===== config.mk =====
export PLATFORM = sky130hd
export DESIGN_NAME = modbus_style_master_framer
export DESIGN_NICKNAME = d
export VERILOG_FILES = /design/src/sv/mbf_pkg.sv /design/src/sv/mbf_front.sv /design/src/sv/mbf_queue.sv /design/src/sv/mbf_back.sv /design/src/sv/modbus_style_master_framer.sv
export SDC_FILE = /design/constraint.sdc
export NUM_CORES = 1
export LEC_CHECK = 0
export BUFFER_PORTS_ARGS = -buffer_cell sky130_fd_sc_hd__buf_4
export CORE_MARGIN = 2
export CORE_UTILIZATION = 40
export CTS_CLUSTER_DIAMETER = 150
export CTS_CLUSTER_SIZE = 14
export DETAILED_ROUTE_END_ITERATION = 8
export GPL_TIMING_DRIVEN = 0
export PLACE_DENSITY = 0.6
export REMOVE_ABC_BUFFERS = 1
export SLEW_MARGIN = 10
export SYNTH_ARGS = -nofsm -noshare
export SYNTH_HDL_FRONTEND = slang
export SYNTH_SLANG_ARGS = --single-unit

===== constraint.sdc =====
create_clock -name clk -period 6.6 [get_ports clk]
set_clock_uncertainty 0.15 [all_clocks]
set_input_delay 0.33 -clock clk [delete_from_list [all_inputs] [get_ports clk]]
set_output_delay 0.33 -clock clk [all_outputs]
set_load 0.1 [all_outputs]

===== src/sv/mbf_pkg.sv =====
// Shared types, codes and the CRC-16 byte update for the master framer.
// No dependencies; imported by every module of the block.
package mbf_pkg;

  localparam logic [1:0] MODE_START = 2'd0;
  localparam logic [1:0] MODE_DATA  = 2'd1;
  localparam logic [1:0] MODE_RESP  = 2'd2;

  localparam logic [1:0] KIND_REQ     = 2'd0;
  localparam logic [1:0] KIND_PAYLOAD = 2'd1;
  localparam logic [1:0] KIND_VERDICT = 2'd2;

  localparam logic [1:0] VRD_OK    = 2'd0;
  localparam logic [1:0] VRD_SHORT = 2'd1;
  localparam logic [1:0] VRD_CRC   = 2'd2;
  localparam logic [1:0] VRD_EXC   = 2'd3;

  localparam logic [1:0] OP_READ_RAM   = 2'd0;
  localparam logic [1:0] OP_WRITE_RAM  = 2'd1;
  localparam logic [1:0] OP_READ_EEP   = 2'd2;
  localparam logic [1:0] OP_WRITE_EEP  = 2'd3;

  localparam logic [7:0] FC_READ_RAM  = 8'h44;
  localparam logic [7:0] FC_WRITE_RAM = 8'h41;
  localparam logic [7:0] FC_READ_EEP  = 8'h46;
  localparam logic [7:0] FC_WRITE_EEP = 8'h43;

  localparam logic [15:0] CRC_INIT = 16'hFFFF;
  localparam logic [15:0] CRC_POLY = 16'hA001;
  localparam logic [7:0]  STATION_RESET = 8'hFE;
  localparam logic [7:0]  EXC_FLAG = 8'h80;

  localparam logic [8:0] RX_INDEX_MAX = 9'd511;
  localparam logic [9:0] RX_MIN_LEN   = 10'd4;

  localparam int unsigned REQ_BYTES = 5;

  typedef struct packed {
    logic [2:0]                nreq;
    logic [REQ_BYTES-1:0][7:0] req;
    logic                      crc_init;
    logic                      crc;
    logic                      pay;
    logic [7:0]                pay_byte;
    logic                      vrd;
    logic [1:0]                verdict;
    logic [7:0]                exc;
  } cmd_t;

  function automatic logic [15:0] crc_feed(input logic [15:0] crc_in, input logic [7:0] b);
    logic [15:0] c;
    c = crc_in ^ {8'h00, b};
    for (int i = 0; i < 8; i++) begin
      if (c[0]) begin
        c = (c >> 1) ^ CRC_POLY;
      end else begin
        c = c >> 1;
      end
    end
    return c;
  endfunction

  function automatic logic [7:0] func_code(input logic [1:0] op);
    logic [7:0] f;
    case (op)
      OP_READ_RAM:  f = FC_READ_RAM;
      OP_WRITE_RAM: f = FC_WRITE_RAM;
      OP_READ_EEP:  f = FC_READ_EEP;
      OP_WRITE_EEP: f = FC_WRITE_EEP;
      default:      f = FC_READ_RAM;
    endcase
    return f;
  endfunction

endpackage


===== src/sv/mbf_front.sv =====
// Front end: accepts items, tracks request and response state, builds commands.
// Depends on mbf_pkg; feeds mbf_queue.
module mbf_front import mbf_pkg::*; (
  input  logic        clk,
  input  logic        rst_n,
  input  logic        cfg_we,
  input  logic [7:0]  cfg_wdata,
  input  logic        in_valid,
  output logic        in_ready,
  input  logic [1:0]  in_mode,
  input  logic [1:0]  in_operation,
  input  logic [15:0] in_target_address,
  input  logic [7:0]  in_byte_count,
  input  logic [7:0]  in_data_byte,
  input  logic        in_response_last,
  input  logic        q_full,
  output logic        push,
  output cmd_t        cmd
);

  logic [7:0]  station_r, station_nxt;
  logic [7:0]  tx_left_r, tx_left_nxt;
  logic        is_read_r, is_read_nxt;
  logic [15:0] rx_crc_r, rx_crc_nxt;
  logic [8:0]  rx_idx_r, rx_idx_nxt;
  logic [7:0]  rx_fn_r, rx_fn_nxt;
  logic [7:0]  rx_exc_r, rx_exc_nxt;
  logic [7:0]  hold0_r, hold0_nxt;
  logic [7:0]  hold1_r, hold1_nxt;
  logic [15:0] rx_crc_upd;
  logic        acc;
  logic        start_crc;

  assign in_ready   = !q_full;
  assign acc        = in_valid && in_ready;
  assign rx_crc_upd = crc_feed(rx_crc_r, in_data_byte);
  assign start_crc  = !in_operation[0] || (in_byte_count == 8'd0);

  always_comb begin
    station_nxt = cfg_we ? cfg_wdata : station_r;
    tx_left_nxt = tx_left_r;
    is_read_nxt = is_read_r;
    rx_crc_nxt  = rx_crc_r;
    rx_idx_nxt  = rx_idx_r;
    rx_fn_nxt   = rx_fn_r;
    rx_exc_nxt  = rx_exc_r;
    hold0_nxt   = hold0_r;
    hold1_nxt   = hold1_r;
    cmd         = '0;
    push        = 1'b0;
    if (acc) begin
      case (in_mode)
        MODE_START: begin
          is_read_nxt  = !in_operation[0];
          rx_crc_nxt   = CRC_INIT;
          rx_idx_nxt   = '0;
          rx_fn_nxt    = '0;
          rx_exc_nxt   = '0;
          hold0_nxt    = '0;
          hold1_nxt    = '0;
          cmd.nreq     = 3'(REQ_BYTES);
          cmd.req[0]   = station_r;
          cmd.req[1]   = func_code(in_operation);
          cmd.req[2]   = in_target_address[15:8];
          cmd.req[3]   = in_target_address[7:0];
          cmd.req[4]   = in_byte_count;
          cmd.crc_init = 1'b1;
          cmd.crc      = start_crc;
          tx_left_nxt  = start_crc ? 8'd0 : in_byte_count;
          push         = 1'b1;
        end
        MODE_DATA: begin
          if (tx_left_r != 8'd0) begin
            cmd.nreq    = 3'd1;
            cmd.req[0]  = in_data_byte;
            cmd.crc     = (tx_left_r == 8'd1);
            tx_left_nxt = tx_left_r - 8'd1;
            push        = 1'b1;
          end
        end
        MODE_RESP: begin
          rx_crc_nxt = rx_crc_upd;
          if (rx_idx_r == 9'd1) begin
            rx_fn_nxt = in_data_byte;
          end else if (rx_idx_r == 9'd2) begin
            rx_exc_nxt = in_data_byte;
          end
          if (rx_idx_r >= 9'd3) begin
            if (rx_idx_r >= 9'd5 && is_read_r && ((rx_fn_r & EXC_FLAG) == 8'h00)) begin
              cmd.pay      = 1'b1;
              cmd.pay_byte = hold0_r;
            end
            hold0_nxt = hold1_r;
            hold1_nxt = in_data_byte;
          end
          if (rx_idx_r != RX_INDEX_MAX) begin
            rx_idx_nxt = rx_idx_r + 9'd1;
          end
          if (in_response_last) begin
            cmd.vrd = 1'b1;
            if (({1'b0, rx_idx_r} + 10'd1) < RX_MIN_LEN) begin
              cmd.verdict = VRD_SHORT;
            end else if (rx_crc_upd != 16'h0000) begin
              cmd.verdict = VRD_CRC;
            end else if ((rx_fn_r & EXC_FLAG) != 8'h00) begin
              cmd.verdict = VRD_EXC;
              cmd.exc     = rx_exc_r;
            end else begin
              cmd.verdict = VRD_OK;
            end
            rx_crc_nxt = CRC_INIT;
            rx_idx_nxt = '0;
            rx_fn_nxt  = '0;
            rx_exc_nxt = '0;
            hold0_nxt  = '0;
            hold1_nxt  = '0;
          end
          push = cmd.pay || cmd.vrd;
        end
        default: ;
      endcase
    end
  end

  always_ff @(posedge clk) begin
    if (!rst_n) begin
      station_r <= STATION_RESET;
      tx_left_r <= '0;
      is_read_r <= 1'b0;
      rx_crc_r  <= CRC_INIT;
      rx_idx_r  <= '0;
      rx_fn_r   <= '0;
      rx_exc_r  <= '0;
      hold0_r   <= '0;
      hold1_r   <= '0;
    end else begin
      station_r <= station_nxt;
      tx_left_r <= tx_left_nxt;
      is_read_r <= is_read_nxt;
      rx_crc_r  <= rx_crc_nxt;
      rx_idx_r  <= rx_idx_nxt;
      rx_fn_r   <= rx_fn_nxt;
      rx_exc_r  <= rx_exc_nxt;
      hold0_r   <= hold0_nxt;
      hold1_r   <= hold1_nxt;
    end
  end

endmodule


===== src/sv/mbf_queue.sv =====
// Command queue between front end and back end.
// Depends on mbf_pkg for cmd_t.
module mbf_queue import mbf_pkg::*; #(
  parameter int unsigned DEPTH = 4
) (
  input  logic clk,
  input  logic rst_n,
  input  logic push,
  input  cmd_t cmd_in,
  input  logic pop,
  output cmd_t head,
  output logic empty,
  output logic full
);

  localparam int unsigned PTR_W = (DEPTH > 1) ? $clog2(DEPTH) : 1;
  localparam int unsigned CNT_W = $clog2(DEPTH + 1);

  cmd_t             mem [DEPTH];
  logic [PTR_W-1:0] wr_ptr_r, wr_ptr_nxt;
  logic [PTR_W-1:0] rd_ptr_r, rd_ptr_nxt;
  logic [CNT_W-1:0] cnt_r, cnt_nxt;
  logic             do_push, do_pop;

  assign empty   = (cnt_r == CNT_W'(0));
  assign full    = (cnt_r == CNT_W'(DEPTH));
  assign head    = mem[rd_ptr_r];
  assign do_push = push && !full;
  assign do_pop  = pop && !empty;

  always_comb begin
    wr_ptr_nxt = wr_ptr_r;
    rd_ptr_nxt = rd_ptr_r;
    cnt_nxt    = cnt_r;
    if (do_push) begin
      wr_ptr_nxt = (wr_ptr_r == PTR_W'(DEPTH - 1)) ? '0 : wr_ptr_r + PTR_W'(1);
    end
    if (do_pop) begin
      rd_ptr_nxt = (rd_ptr_r == PTR_W'(DEPTH - 1)) ? '0 : rd_ptr_r + PTR_W'(1);
    end
    if (do_push && !do_pop) begin
      cnt_nxt = cnt_r + CNT_W'(1);
    end else if (do_pop && !do_push) begin
      cnt_nxt = cnt_r - CNT_W'(1);
    end
  end

  always_ff @(posedge clk) begin
    if (do_push) begin
      mem[wr_ptr_r] <= cmd_in;
    end
  end

  always_ff @(posedge clk) begin
    if (!rst_n) begin
      wr_ptr_r <= '0;
      rd_ptr_r <= '0;
      cnt_r    <= '0;
    end else begin
      wr_ptr_r <= wr_ptr_nxt;
      rd_ptr_r <= rd_ptr_nxt;
      cnt_r    <= cnt_nxt;
    end
  end

endmodule


===== src/sv/mbf_back.sv =====
// Back end: expands queued commands into result transactions, one per cycle when
// out_ready allows, and runs the transmit CRC. Depends on mbf_pkg; drains mbf_queue.
module mbf_back import mbf_pkg::*; (
  input  logic       clk,
  input  logic       rst_n,
  input  cmd_t       head,
  input  logic       q_empty,
  output logic       pop,
  output logic       out_valid,
  input  logic       out_ready,
  output logic [1:0] out_kind,
  output logic [7:0] out_byte,
  output logic [1:0] out_verdict,
  output logic [7:0] out_exception_code,
  output logic       out_last
);

  localparam logic [2:0] PH_START = 3'd0;
  localparam logic [2:0] PH_REQ   = 3'd1;
  localparam logic [2:0] PH_CRCL  = 3'd2;
  localparam logic [2:0] PH_CRCH  = 3'd3;
  localparam logic [2:0] PH_PAY   = 3'd4;
  localparam logic [2:0] PH_VRD   = 3'd5;
  localparam logic [2:0] PH_DONE  = 3'd6;

  function automatic logic [2:0] next_phase(input cmd_t c, input logic [2:0] cur);
    logic [2:0] n;
    if (cur < PH_REQ && c.nreq != 3'd0) begin
      n = PH_REQ;
    end else if (cur < PH_CRCL && c.crc) begin
      n = PH_CRCL;
    end else if (cur < PH_CRCH && c.crc) begin
      n = PH_CRCH;
    end else if (cur < PH_PAY && c.pay) begin
      n = PH_PAY;
    end else if (cur < PH_VRD && c.vrd) begin
      n = PH_VRD;
    end else begin
      n = PH_DONE;
    end
    return n;
  endfunction

  logic [2:0]  ph_r, ph_nxt;
  logic [2:0]  idx_r, idx_nxt;
  logic [15:0] crc_r, crc_nxt;
  logic        out_valid_r, out_valid_nxt;
  logic [1:0]  kind_r, kind_nxt;
  logic [7:0]  byte_r, byte_nxt;
  logic [1:0]  verdict_r, verdict_nxt;
  logic [7:0]  exc_r, exc_nxt;
  logic        last_r, last_nxt;
  logic [2:0]  eff_ph, nph;
  logic [15:0] crc_base;
  logic [7:0]  req_byte;
  logic        load;

  assign load     = !q_empty && (!out_valid_r || out_ready);
  assign eff_ph   = (ph_r == PH_START) ? next_phase(head, PH_START) : ph_r;
  assign crc_base = (head.crc_init && idx_r == 3'd0) ? CRC_INIT : crc_r;
  assign req_byte = head.req[idx_r];

  always_comb begin
    ph_nxt        = ph_r;
    idx_nxt       = idx_r;
    crc_nxt       = crc_r;
    out_valid_nxt = out_ready ? 1'b0 : out_valid_r;
    kind_nxt      = kind_r;
    byte_nxt      = byte_r;
    verdict_nxt   = verdict_r;
    exc_nxt       = exc_r;
    last_nxt      = last_r;
    pop           = 1'b0;
    nph           = PH_DONE;
    if (load) begin
      out_valid_nxt = 1'b1;
      kind_nxt      = KIND_REQ;
      byte_nxt      = 8'h00;
      verdict_nxt   = VRD_OK;
      exc_nxt       = 8'h00;
      case (eff_ph)
        PH_REQ: begin
          byte_nxt = req_byte;
          crc_nxt  = crc_feed(crc_base, req_byte);
          if ((idx_r + 3'd1) < head.nreq) begin
            nph     = PH_REQ;
            idx_nxt = idx_r + 3'd1;
          end else begin
            nph     = next_phase(head, PH_REQ);
            idx_nxt = '0;
          end
        end
        PH_CRCL: begin
          byte_nxt = crc_r[7:0];
          nph      = next_phase(head, PH_CRCL);
        end
        PH_CRCH: begin
          byte_nxt = crc_r[15:8];
          nph      = next_phase(head, PH_CRCH);
        end
        PH_PAY: begin
          kind_nxt = KIND_PAYLOAD;
          byte_nxt = head.pay_byte;
          nph      = next_phase(head, PH_PAY);
        end
        PH_VRD: begin
          kind_nxt    = KIND_VERDICT;
          verdict_nxt = head.verdict;
          exc_nxt     = head.exc;
          nph         = next_phase(head, PH_VRD);
        end
        default: begin
          nph = PH_DONE;
        end
      endcase
      if (nph == PH_DONE) begin
        pop      = 1'b1;
        ph_nxt   = PH_START;
        idx_nxt  = '0;
        last_nxt = 1'b1;
      end else begin
        ph_nxt   = nph;
        last_nxt = 1'b0;
      end
    end
  end

  always_ff @(posedge clk) begin
    if (!rst_n) begin
      ph_r        <= PH_START;
      idx_r       <= '0;
      crc_r       <= CRC_INIT;
      out_valid_r <= 1'b0;
    end else begin
      ph_r        <= ph_nxt;
      idx_r       <= idx_nxt;
      crc_r       <= crc_nxt;
      out_valid_r <= out_valid_nxt;
    end
  end

  always_ff @(posedge clk) begin
    kind_r    <= kind_nxt;
    byte_r    <= byte_nxt;
    verdict_r <= verdict_nxt;
    exc_r     <= exc_nxt;
    last_r    <= last_nxt;
  end

  assign out_valid          = out_valid_r;
  assign out_kind           = kind_r;
  assign out_byte           = byte_r;
  assign out_verdict        = verdict_r;
  assign out_exception_code = exc_r;
  assign out_last           = last_r;

endmodule


===== src/sv/modbus_style_master_framer.sv =====
// Top level of the master-side framer: front end, command queue, back end.
// Depends on mbf_pkg, mbf_front, mbf_queue and mbf_back.
//
// Input channel (in_valid/in_ready) takes one item per cycle while the
// command queue has room. A start item yields the station byte, function
// code, address high/low and count, then the CRC low/high bytes for reads
// and zero-length writes (7 transactions). A write data byte yields one
// request byte, plus the CRC bytes after the last one. A response byte
// yields up to one read payload byte and, on the marked last byte, a verdict.
// Ignored items yield nothing. out_last flags the final transaction of an item.
// An accepted item is first written into the command queue; its results then
// leave through the back end's output register. Throughput: the back end issues
// one result transaction per cycle while out_ready is high.
// When out_ready is low the output register holds, the queue fills, and
// in_ready drops once QUEUE_DEPTH commands are waiting.
// Reset (rst_n low, synchronous): station address 0xFE, both CRCs 0xFFFF,
// receive side restarted, queue emptied, no transaction pending.
// cfg_we writes the station address at once; write it only while idle.
module modbus_style_master_framer import mbf_pkg::*; #(
  parameter int unsigned QUEUE_DEPTH = 4
) (
  input  logic        clk,
  input  logic        rst_n,
  input  logic        cfg_we,
  input  logic [7:0]  cfg_wdata,
  input  logic        in_valid,
  output logic        in_ready,
  input  logic [1:0]  in_mode,
  input  logic [1:0]  in_operation,
  input  logic [15:0] in_target_address,
  input  logic [7:0]  in_byte_count,
  input  logic [7:0]  in_data_byte,
  input  logic        in_response_last,
  output logic        out_valid,
  input  logic        out_ready,
  output logic [1:0]  out_kind,
  output logic [7:0]  out_byte,
  output logic [1:0]  out_verdict,
  output logic [7:0]  out_exception_code,
  output logic        out_last
);

  cmd_t cmd, head;
  logic push, pop, q_empty, q_full;

  mbf_front u_front (
    .clk               (clk),
    .rst_n             (rst_n),
    .cfg_we            (cfg_we),
    .cfg_wdata         (cfg_wdata),
    .in_valid          (in_valid),
    .in_ready          (in_ready),
    .in_mode           (in_mode),
    .in_operation      (in_operation),
    .in_target_address (in_target_address),
    .in_byte_count     (in_byte_count),
    .in_data_byte      (in_data_byte),
    .in_response_last  (in_response_last),
    .q_full            (q_full),
    .push              (push),
    .cmd               (cmd)
  );

  mbf_queue #(.DEPTH(QUEUE_DEPTH)) u_queue (
    .clk    (clk),
    .rst_n  (rst_n),
    .push   (push),
    .cmd_in (cmd),
    .pop    (pop),
    .head   (head),
    .empty  (q_empty),
    .full   (q_full)
  );

  mbf_back u_back (
    .clk                (clk),
    .rst_n              (rst_n),
    .head               (head),
    .q_empty            (q_empty),
    .pop                (pop),
    .out_valid          (out_valid),
    .out_ready          (out_ready),
    .out_kind           (out_kind),
    .out_byte           (out_byte),
    .out_verdict        (out_verdict),
    .out_exception_code (out_exception_code),
    .out_last           (out_last)
  );

  a_reset_clears_out: assert property (@(posedge clk) !rst_n |=> !out_valid)
    else $error("output valid after reset");

  a_verdict_no_byte: assert property (@(posedge clk) disable iff (!rst_n)
    (out_valid && out_kind == KIND_VERDICT) |-> (out_byte == 8'h00 && out_last))
    else $error("verdict carries a byte or is not last");

  a_data_no_verdict: assert property (@(posedge clk) disable iff (!rst_n)
    (out_valid && (out_kind == KIND_REQ || out_kind == KIND_PAYLOAD))
      |-> (out_verdict == VRD_OK && out_exception_code == 8'h00))
    else $error("data transaction carries verdict fields");

  a_kind_legal: assert property (@(posedge clk) disable iff (!rst_n)
    out_valid |-> (out_kind == KIND_REQ || out_kind == KIND_PAYLOAD ||
                   out_kind == KIND_VERDICT))
    else $error("illegal result kind");

endmodule


# After elaboration in Yosys (flattened, before gate mapping)
# Memories as Yosys holds them, arrays and structs flattened. A register that Yosys moved wholly into a read port is not among the register bits.
# Cells that the tools add are included.
# word_totals
register_bits	125
ramBits	260
output_inout_bits	23
word_cells	227
n_memories	1
# mem_list
name	words	width	rd	rd_clocked_by_memory_dff	write_ports	line	text
u_queue.mem	4	65	1	1	1	mbf_queue.sv:19	cmd_t mem [DEPTH];
# op_classes
addsub	8
magnitude_cmp	5
n_eq_ne	24
muxes	108
bitwise	18
n_reduce_logical	42
# ops
cell	n
$mux W16	32
$mux W8	16
$pmux W8 S2	6
$mux W65	1
$pmux W8 S4	2
$mux W9	6
$not A2 Y3	16
$mux W3	12
$mux W11	3
$mux W32	1
$pmux W16 S2	1
$xor A16 B8 Y16	2
$bmux W8 S3	1
$mux W20	1
$mux W2	9
$pmux W9 S2	1
$logic_not A8 Y1	2
$reduce_bool A16 Y1	1
$eq A3 B3 Y1 const B	4
$ne A3 B2 Y1 const B	4
$pmux W3 S4	1
$reduce_and A3 Y1	4
$mux W1	11
$add A9 B1 Y10 const B	1
other kinds (34)	67

# Longest topological paths before layout
# logic_depth
depth_word	34
depth_mapped	17
mapped_depth_nobuf	15

# Modules after synthesis
# From an unflattened synthesis, not the netlist that was laid out.
# hier_totals
hier_cells	1190
area_unflattened_um2	16689.8
# modules_own_cells
mod	n_inst	cells_per_inst	area_per_inst_um2
mbf_queue	1	390	9899.5
mbf_front	1	502	3976.3
mbf_back	1	298	2813.9

# Worst setup path before layout
# No wires, ideal clock.
# synth_timing
path_kind	reg2reg
start	register u_back.idx_r[0]
end	register u_queue.cnt_r[2]
arrival_ns	3.665
required_time_ns	6.374
setup_slack_ns	2.710
path_stages_with_launch	18
path_buffers	3
period_less_slack_ns	3.890
cell_sequence	dfxtp_1 -> clkbuf_1 -> inv_2 -> clkbuf_1 -> ha_1 -> inv_1 -> a31oi_1 -> or2_2 -> a22oi_1 -> o221a_2 -> or3_1 -> buf_2 -> ha_1 -> inv_1 -> fa_1 -> xor2_1 -> or3_1 -> a21boi_0
# synth_via
elab_chain_len	12
elab_cells_between_ends	14
# synth_rtl
element	line	text
from (decl)	mbf_back.sv:45	logic [2:0] idx_r, idx_nxt;
from (signal assigned)	mbf_back.sv:136	idx_r <= idx_nxt;
$add A3 B1 Y3 *	mbf_back.sv:85	if ((idx_r + 3'd1) < head.nreq) begin
$lt A3 B3 Y1 *	mbf_back.sv:85	
$mux W3 *	mbf_back.sv:85	
$pmux W3 S4 *	mbf_back.sv:81	case (eff_ph)
$mux W3 *	mbf_back.sv:75	if (load) begin
$eq A3 B3 Y1 *	mbf_back.sv:116	if (nph == PH_DONE) begin
$mux W1 *	mbf_back.sv:116	
$mux W1 *	mbf_back.sv:75	
$logic_and A1 B1 Y1 *	mbf_queue.sv:29	assign do_pop = pop && !empty;
$logic_not A1 Y1	mbf_queue.sv:41	if (do_push && !do_pop) begin
$logic_and A1 B1 Y1	mbf_queue.sv:41	
$mux W3 or $reduce_bool A2 Y1 (tied branches)	n/a	
to (signal assigned)	mbf_queue.sv:62	cnt_r <= cnt_nxt;
to (decl)	mbf_queue.sv:22	logic [CNT_W-1:0] cnt_r, cnt_nxt;
# Every way passes the cells marked *; elsewhere a longest branch is shown, timed or not. The select of a mux whose other input is x is not followed.
# A chain may end at the register's enable or synchronous reset.

==> results.txt <==
Setup TNS Final: 0 ns
die width: 200.8 microns
wl on met1: 16.30 mm
root buf cell: clkbuf_16
fmax: 0.1893 GHz
number of synthesized flops with an enable pin: 257
Synth Area in Simple Gates: 12.14%
Post-DRT Antenna Nets: 0
WL met3: 1.084 mm
Post-Synthesis Cells: 1163
max_cap viols: 0
TritonRoute pass-1 iters: 5
Starting Density: 40.28%
DR top layer: met4
WL/cell: 18.99 microns
Tmin final: 5.282 ns
crit path launch type: register
largest net degree at the start of global routing: 98
worst setup margin: 1.318 ns
worst-path fanout max: 34
die area: 40330 sq um
final setup fails: 0
Worst-Margin Slew: 1.065 ns
# rows: 72
fin. max-slew vios: 0
hold crit path type: in -> reg
area grow syn2layout: 15.48%
Pleak: 6.060 nW
number of vias per cell: 5.320
Synth Area in Adders: 1.421%
CP Capture Type: register
num ports: 73
Power Density: 377.8 nW/um^2
H-tree depth: 1
Tcrit/Tclk final: 80.04%
RSZ-0062 raised after global routing: no
n_diodes: 0
Final Cell Area: 17890 sq um
Num CTS Buffers: 29
Port Buf Inserts: 72
worst hold slack: 0.01785 ns
CTS tree: yes
largest family of logic cells by synthesized area: simple AND/OR/NAND/NOR gates
Core Util, Final: 46.52%
Core Area: 38470 sq um
CP Class: reg -> reg
Starting DRT DRC Count: 638
Residual DRC: 0
WP data required: 6.94 ns
asr flop ratio synth: 0%
final hold vios: 0
post-synthesis compound-gate area fraction: 8.446%
vias in the first global route: 9339
first-pass GRT wire length: 53.92 mm
met2 routed wirelength: 16.07 mm
later-pin clock latency in the skew report: 0.56 ns
Max-slew headroom: 28.91%
Post-Place Cells: 1694
run status: finished clean
DRT Wirelength: 34.03 mm
peak supply drop: 0.2652 mV
Worst EP arrival: 5.62 ns
initial antenna violation count: 0
layout cell share with drive strength beyond 1: 15.31%
post-synthesis cell type count: 75
grt ovf: 0
Seq/Total Area, Yosys: 62.59%
nets@finish: 1319
hpwl dp: 21.39 mm
Primary FF master, synth: edfxtp_1
Mean Syn Cell Area: 13.32 sq um
DP Area: 16620 sq um
total track usage: 16.90%
CTS Sinks: 356
die height: 200.8 microns
Clock Path Buffers: 3
Mapped Area: 15500 sq um
post-place setup slack: 1.308 ns
Ys Warns: 0
total power: 6.760 mW
mux cell area share after synthesis: 9.746%
Setup Buffers After CTS: 0
via count: 9534
post-synthesis register bit count: 356
Layout Cells excl Fill: 1792
Final GP Congestion: 0.7867
Synth Area in XOR/XNOR: 3.230%
Clk pin slew, worst setup/hold paths: 0.07 ns
-- registers in the layout, indices dropped and copies added (netlist names), 9 cells and up, named ones only --
register and count:
u_front.rx_idx_r 9, u_back.crc_r 16, u_queue.mem 236, u_front.rx_crc_r 16
-- placed cells by master, fill, tap and decap left out, types with 4 or more instances in the layout --
cell and n:
edfxtp_1 257, nand2_1 100, dfxtp_1 97, nor2_1 72, buf_4 72, mux4_2 59
o21ai_0 58, and2_1 57, dlygate4sd3_1 45, xnor2_1 36, nor3_1 30, nor2b_1 30
nand3_1 30, clkbuf_16 29, a21boi_0 28, a21oi_1 26, clkbuf_1 23, inv_1 20
mux2i_1 17, ha_1 16, xor2_1 14, a22oi_1 14, o211ai_1 13, a31oi_1 9
nor4_1 7, nand2b_1 7, buf_16 7, or3_1 6, o22ai_1 5, nand4_1 5
or4_1 4, or2_2 4, nor4b_1 4, and2_4 4
-- worst max-delay path, cell delays in order, from the launching register on --
cell and delay (ns):
dfxtp_4 0.75, buf_16 0.33, mux4_2 0.63, nor3_1 0.50, a31oi_1 0.15, nor2_1 0.64, o221a_2 0.31, or3_1 0.30
ha_1 0.25, inv_1 0.08, fa_1 0.43, xor2_1 0.18, or3_1 0.30, a21boi_0 0.16
-- power breakdown --
| group | internal [mW] | switching (mW) |
|---|---|---|
| clock | 0.827 | 0.765 |
| combinational | 0.870 | 1.48 |
| sequential | 2.68 | 0.138 |
-- final timing paths --
path | from | to | slack [ns] | cells after the start
hold / removal | in_target_address[11] | u_queue.mem[3][41] | 0.02 | 2
setup / recovery | register | u_queue.cnt_r[2] | 1.32 | 13
setup reg to reg | register | u_queue.cnt_r[2] | 1.32 | 13
hold reg to reg | u_front.hold0_r[2] | u_front.hold0_r[2] | 0.31 | 2
-- synth_stat cells (all sizes together), types with 21 or more instances --
master | count | area share (%)
inv | 21 | 0.51
o21ai | 59 | 1.9
dfxtp | 99 | 13
and2 | 62 | 2.5
nand2 | 100 | 2.4
clkbuf | 50 | 1.2
nor3 | 30 | 0.97
a21oi | 26 | 0.84
xnor2 | 37 | 2.1
edfxtp | 257 | 50
nand3 | 30 | 0.97
nor2b | 30 | 1.2
a21boi | 30 | 1.5
nor2 | 74 | 1.8
mux4 | 59 | 8.6
-- layer usage --
| layer | vias to the layer above | GRT usage [%] |
|---|---|---|
| met1 | 4839 | 24.40 |
| met2 | 148 | 27.53 |
| met5 | - | 0 |
| li1 | 4508 | - |
| met4 | 0 | 4.048 |
| met3 | 39 | 1.867 |
-- final cells by class --
type	count	area, sq um
Clock inverter	1	8.758
Multi-Input combinational cell	718	5438
Sequential cell	356	9707
Fill cell	3449	20570
Tap cell	518	648.1
Inverter	22	82.58
Timing Repair Buffer	125	1199
Clock buffer	52	812.0
-- logic make-up (layout without fill, tap and decap cells) --
family | count (synthesis) | after routing
adders and majority gates | 17 | 17
and+or+nand+nor | 376 | 376
DFF | 356 | 356
buffers and inverters | 89 | 200
muxes | 77 | 77
AOI/OAI and AO/OA | 195 | 195
xor gates and xnor gates | 53 | 53
-- what timing repair did --
action | CTS | global route
hold buffers | 45 | 0
resized for setup | 0 | 0
hold endpoints to repair | 85 | 0
(Power assumes the default switching activity.)
